[src/hrs_pkg.sv]
// ---------------------------------------------------------------------------
// Header running statistics: package
// Field widths, register map, reset values and shared structs.
// ---------------------------------------------------------------------------
package hrs_pkg;

   // parameter defaults
   localparam int unsigned HEADER_SLOTS_DEF = 64;
   localparam int unsigned VALUE_BITS_DEF   = 48;

   // item field widths
   localparam int unsigned SLOT_BITS      = 6;
   localparam int unsigned FIELD_BITS     = 48;
   localparam int unsigned STEP_BITS      = 27;
   localparam int unsigned STEP_OUT_BITS  = 26;
   localparam int unsigned COUNT_BITS     = 32;
   localparam int unsigned LIMIT_BITS     = 16;
   localparam int unsigned SLOTS_REG_BITS = 7;

   // step sentinel: 999.2 in 16-bit fraction, truncated
   localparam logic [STEP_BITS-1:0] NO_STEP = 27'd65483571;

   // configuration port
   localparam int unsigned CSR_ADDR_BITS = 3;
   localparam int unsigned CSR_DATA_BITS = 32;
   localparam logic [SLOTS_REG_BITS-1:0] SLOTS_RESET = 7'd64;
   localparam logic [LIMIT_BITS-1:0]     LIMIT_RESET = 16'd131;

   typedef enum logic {
      CSR_SLOTS_IN_USE     = 1'b0,
      CSR_SMALL_STEP_LIMIT = 1'b1
   } csr_index_type;

   // controls into the slot update logic
   typedef struct packed {
      logic                  first_trace;
      logic [LIMIT_BITS-1:0] small_step_limit;
   } hrs_ctrl_type;

   // step status out of the slot update logic
   typedef struct packed {
      logic                     step_found;
      logic [STEP_OUT_BITS-1:0] step_value;
   } hrs_status_type;

endpackage

[src/hrs_slot_update.sv]
// ---------------------------------------------------------------------------
// Header running statistics: slot update
// Next minimum, maximum, previous value and smallest step of one slot.
// ---------------------------------------------------------------------------
module hrs_slot_update #(
   parameter int unsigned VALUE_BITS = hrs_pkg::VALUE_BITS_DEF
) (
   input  logic signed [VALUE_BITS-1:0]  value,
   input  logic signed [VALUE_BITS-1:0]  prev_value,
   input  logic signed [VALUE_BITS-1:0]  min_value,
   input  logic signed [VALUE_BITS-1:0]  max_value,
   input  logic [hrs_pkg::STEP_BITS-1:0] step,
   input  hrs_pkg::hrs_ctrl_type         ctrl,
   output logic signed [VALUE_BITS-1:0]  prev_next,
   output logic signed [VALUE_BITS-1:0]  min_next,
   output logic signed [VALUE_BITS-1:0]  max_next,
   output logic [hrs_pkg::STEP_BITS-1:0] step_next,
   output hrs_pkg::hrs_status_type       status
);
   import hrs_pkg::*;

   localparam int unsigned CMP_BITS =
      (VALUE_BITS + 1 > STEP_BITS) ? VALUE_BITS + 1 : STEP_BITS;

   logic signed [VALUE_BITS:0] diff;
   logic [VALUE_BITS:0]        mag;
   logic [CMP_BITS-1:0]        mag_cmp;
   logic                       record_step;

   // absolute change against the previous trace
   always_comb begin
      diff        = (VALUE_BITS+1)'(value) - (VALUE_BITS+1)'(prev_value);
      mag         = diff[VALUE_BITS] ? (VALUE_BITS+1)'(-diff) : diff;
      mag_cmp     = CMP_BITS'(mag);
      // small changes are ignored; equal values give zero and fall here too
      record_step = (mag_cmp > CMP_BITS'(ctrl.small_step_limit)) &&
                    (mag_cmp < CMP_BITS'(step));
   end

   // next slot contents
   always_comb begin
      prev_next = value;
      if (ctrl.first_trace) begin
         min_next  = value;
         max_next  = value;
         step_next = NO_STEP;
      end else begin
         min_next  = (value < min_value) ? value : min_value;
         max_next  = (value > max_value) ? value : max_value;
         step_next = record_step ? STEP_BITS'(mag) : step;
      end
   end

   // sentinel and zero both mean no step yet
   always_comb begin
      status.step_found = (step_next != '0) && (step_next < NO_STEP);
      status.step_value = status.step_found ? step_next[STEP_OUT_BITS-1:0] : '0;
   end

endmodule

[config.mk]
export PLATFORM = sky130hd
export DESIGN_NAME = hrs_slot_update
export DESIGN_NICKNAME = d
export VERILOG_FILES = /design/src/hrs_pkg.sv /design/src/hrs_slot_update.sv
export SDC_FILE = /design/constraint.sdc
export NUM_CORES = 1
export LEC_CHECK = 0
export BUFFER_PORTS_ARGS = -buffer_cell sky130_fd_sc_hd__clkbuf_2
export CAP_MARGIN = 15
export CORE_UTILIZATION = 40
export DETAILED_ROUTE_END_ITERATION = 12
export PLACE_DENSITY = 0.66
export SLEW_MARGIN = 20
export SYNTH_ARGS = -nofsm -noshare
export SYNTH_HDL_FRONTEND = slang
export SYNTH_SLANG_ARGS = --single-unit
[constraint.sdc]
create_clock -name vclk -period 15.1
set_clock_uncertainty 0.2 [all_clocks]
set_input_delay 2.265 -clock vclk [all_inputs]
set_output_delay 2.265 -clock vclk [all_outputs]
set_load 0.005 [all_outputs]
==> results.md <==
* Hold Path Class: in -> out
* GR Util met3 at 2.704%
* Post-CTS Repair Setup Buffers at 0
* Warnings from Yosys at 0
* Site Rows at 62
* Detailed-route via count at 13870
* Power per cell area at 48.61 nW/um^2
* Most frequent cells in the layout: 434 x clkbuf_2, 199 x inv_1, 186 x ha_1
* Design Area, Final at 13700 sq um
* Syn_area_per_cell at 6.980 sq um
* Util after Layout at 47.72%
* Congestion Overflow GR at 0
* Pre-CTS setup slack at around 2.8 ns
* Pre-antenna DRT Iters at 7
* Final wirelength at 45.15 mm
* Commonest non-fill, non-tap cell in the layout: clkbuf_2
* PortBufs at 434
* Total power at about 670 uW
* DP Wirelength at 39.04 mm
* Dpl cell area at between 10000 and 15000 sq um
* WP buf/inv at 3
* Drt wl/cell at between 15 and 20 um
* Final Wtd Congestion at 0.9569
* Final Worst Setup Slack at approximately 2.7 ns
* First-pass GRT wire length at roughly 70 mm
* Synth Instances at 1669
* Crit Path Class: in -> out
* Fmax at 80.90 MHz
* Layout clock buffers at 0
* Seq/Total Area, Yosys at 0%
* Die ar. at 29810 sq um
* Worst Setup End Kind: output port
* FF+latch count at 0
* DRT iter0 DRCs at 796
* Number of max-cap violations at 0
* Die width at between 150 and 200 um
* DRC at 0
* Io pins at 434
* Slowest cell on crit path: and2_1
* Worst VDD drop at 0.00002150 V
* Layout Nets at around 2400
* Total Routing Usage GR at 28.60%
* Reg area at 0 sq um
* Min Tclk post-route at 12.36 ns
* Syn_nets at 2092
* Tcrit/Tclk final at about four fifths
* Largest net degree at the start of global routing at 38
* CP most frequent cell: o21ai_0
* Startpoint Class: input pin
* CP peak stage delay at about 0.70 ns
* Synth cell types at 90
* Mapped Area at 11650 sq um
* Met2 usage in global routing at roughly 49%
* Area of the multi-input gates at 10250 sq um
* Slew margin rel. at about 28%
* Syn-to-layout area delta at 17.58%
* Measured slew at the worst slew-check pin at 1.081 ns
* CP top delay family: compound AO/OA/AOI/OAI gates
* RSZ-0062 raised after global routing: no
* Antenna Violating Nets Remaining at 0
* Setup tns final at 0 ns
* Resized cells post-CTS at 0
* Most used routing layer: met2
* Worst Path Max Fanout at 27
* FILL cells at between 3000 and 4000
* Initial antenna violation count at 6
* Vias in the first global route at 13220
* Setup violation total in the final timing report at 0
* Final hold vios at 0
* Via/cell ratio at 5.822
* Initial Utilization at slightly above 40%
* Critical path data required time at approximately 13 ns
* Met1 Usage GRT at 37.45%
* DIE HEIGHT at 172.7 um
* Core Region at ~29000 sq um
* Pins Over Slew Limit at 0
* Status: completed
* Hold bufs inserted after CTS at 0
* Leakage at 6.968 nW
* Share of cells above drive strength 1 at a little under 30%
* Crit path DAT at 9.90 ns
final cells by class:
type,count,share of cell area [%]
antenna,5,0.09134
multi-input combinational,1355,74.82
timing repair buffer,439,16.13
inverter,199,5.453
tap,384,3.508
Yosys cell counts (all sizes together) (26+ instances only):
| cell type | n | area, sq um |
|---|---|---|
| a211oi | 26 | 200.2 |
| a21o | 46 | 345.3 |
| a21oi | 120 | 623.1 |
| and2 | 47 | 294.0 |
| buf | 81 | 555.5 |
| clkbuf | 34 | 127.6 |
| ha | 186 | 2327 |
| inv | 199 | 747.0 |
| mux2 | 96 | 1081 |
| mux2i | 41 | 414.1 |
| nand2 | 111 | 416.7 |
| nand2b | 28 | 175.2 |
| nand3 | 32 | 165.2 |
| nand4 | 68 | 425.4 |
| nor2 | 109 | 411.7 |
| nor3 | 30 | 160.2 |
| o21ai | 78 | 390.4 |
| xnor2 | 28 | 245.2 |
logic make-up after synthesis:
group | synth area share [%]
fa+ha+maj | 20.15
xor+xnor | 3.082
buf+inv | 12.28
mux | 12.83
simple gates | 25.24
compound gates | 26.42
worst paths after layout:
path	from	to	slack [ns]	cells past startpoint
min	value[0]	prev_next[0]	4.55	2
max	value[33]	status[26]	2.74	26
where the power goes:
group	internal, mW	total, mW	switching (mW)
logic	0.268	0.666	0.398
registers	0	0	0
clock network	0.0000000445	0.0000000445	0
layer usage:
| metal | wire length, um | share of wire [%] | vias to the layer above |
|---|---|---|---|
| met2 | 21070 | 47 | 566 |
| met4 | 1347 | 3.0 | 2 |
| met3 | 2961 | 6.6 | 75 |
| met5 | 13 | 0.029 | - |
| li1 | - | - | 6754 |
| met1 | 19770 | 44 | 6471 |
through the flow:
step	instances	hold WS, ns
after floorplan	1669	4.411
after global routing	2382	4.563
after CTS	2377	4.552
after detailed placement	2377	4.552
final	2382	4.553
after global placement	2377	4.549
(Power assumes the default switching activity.)
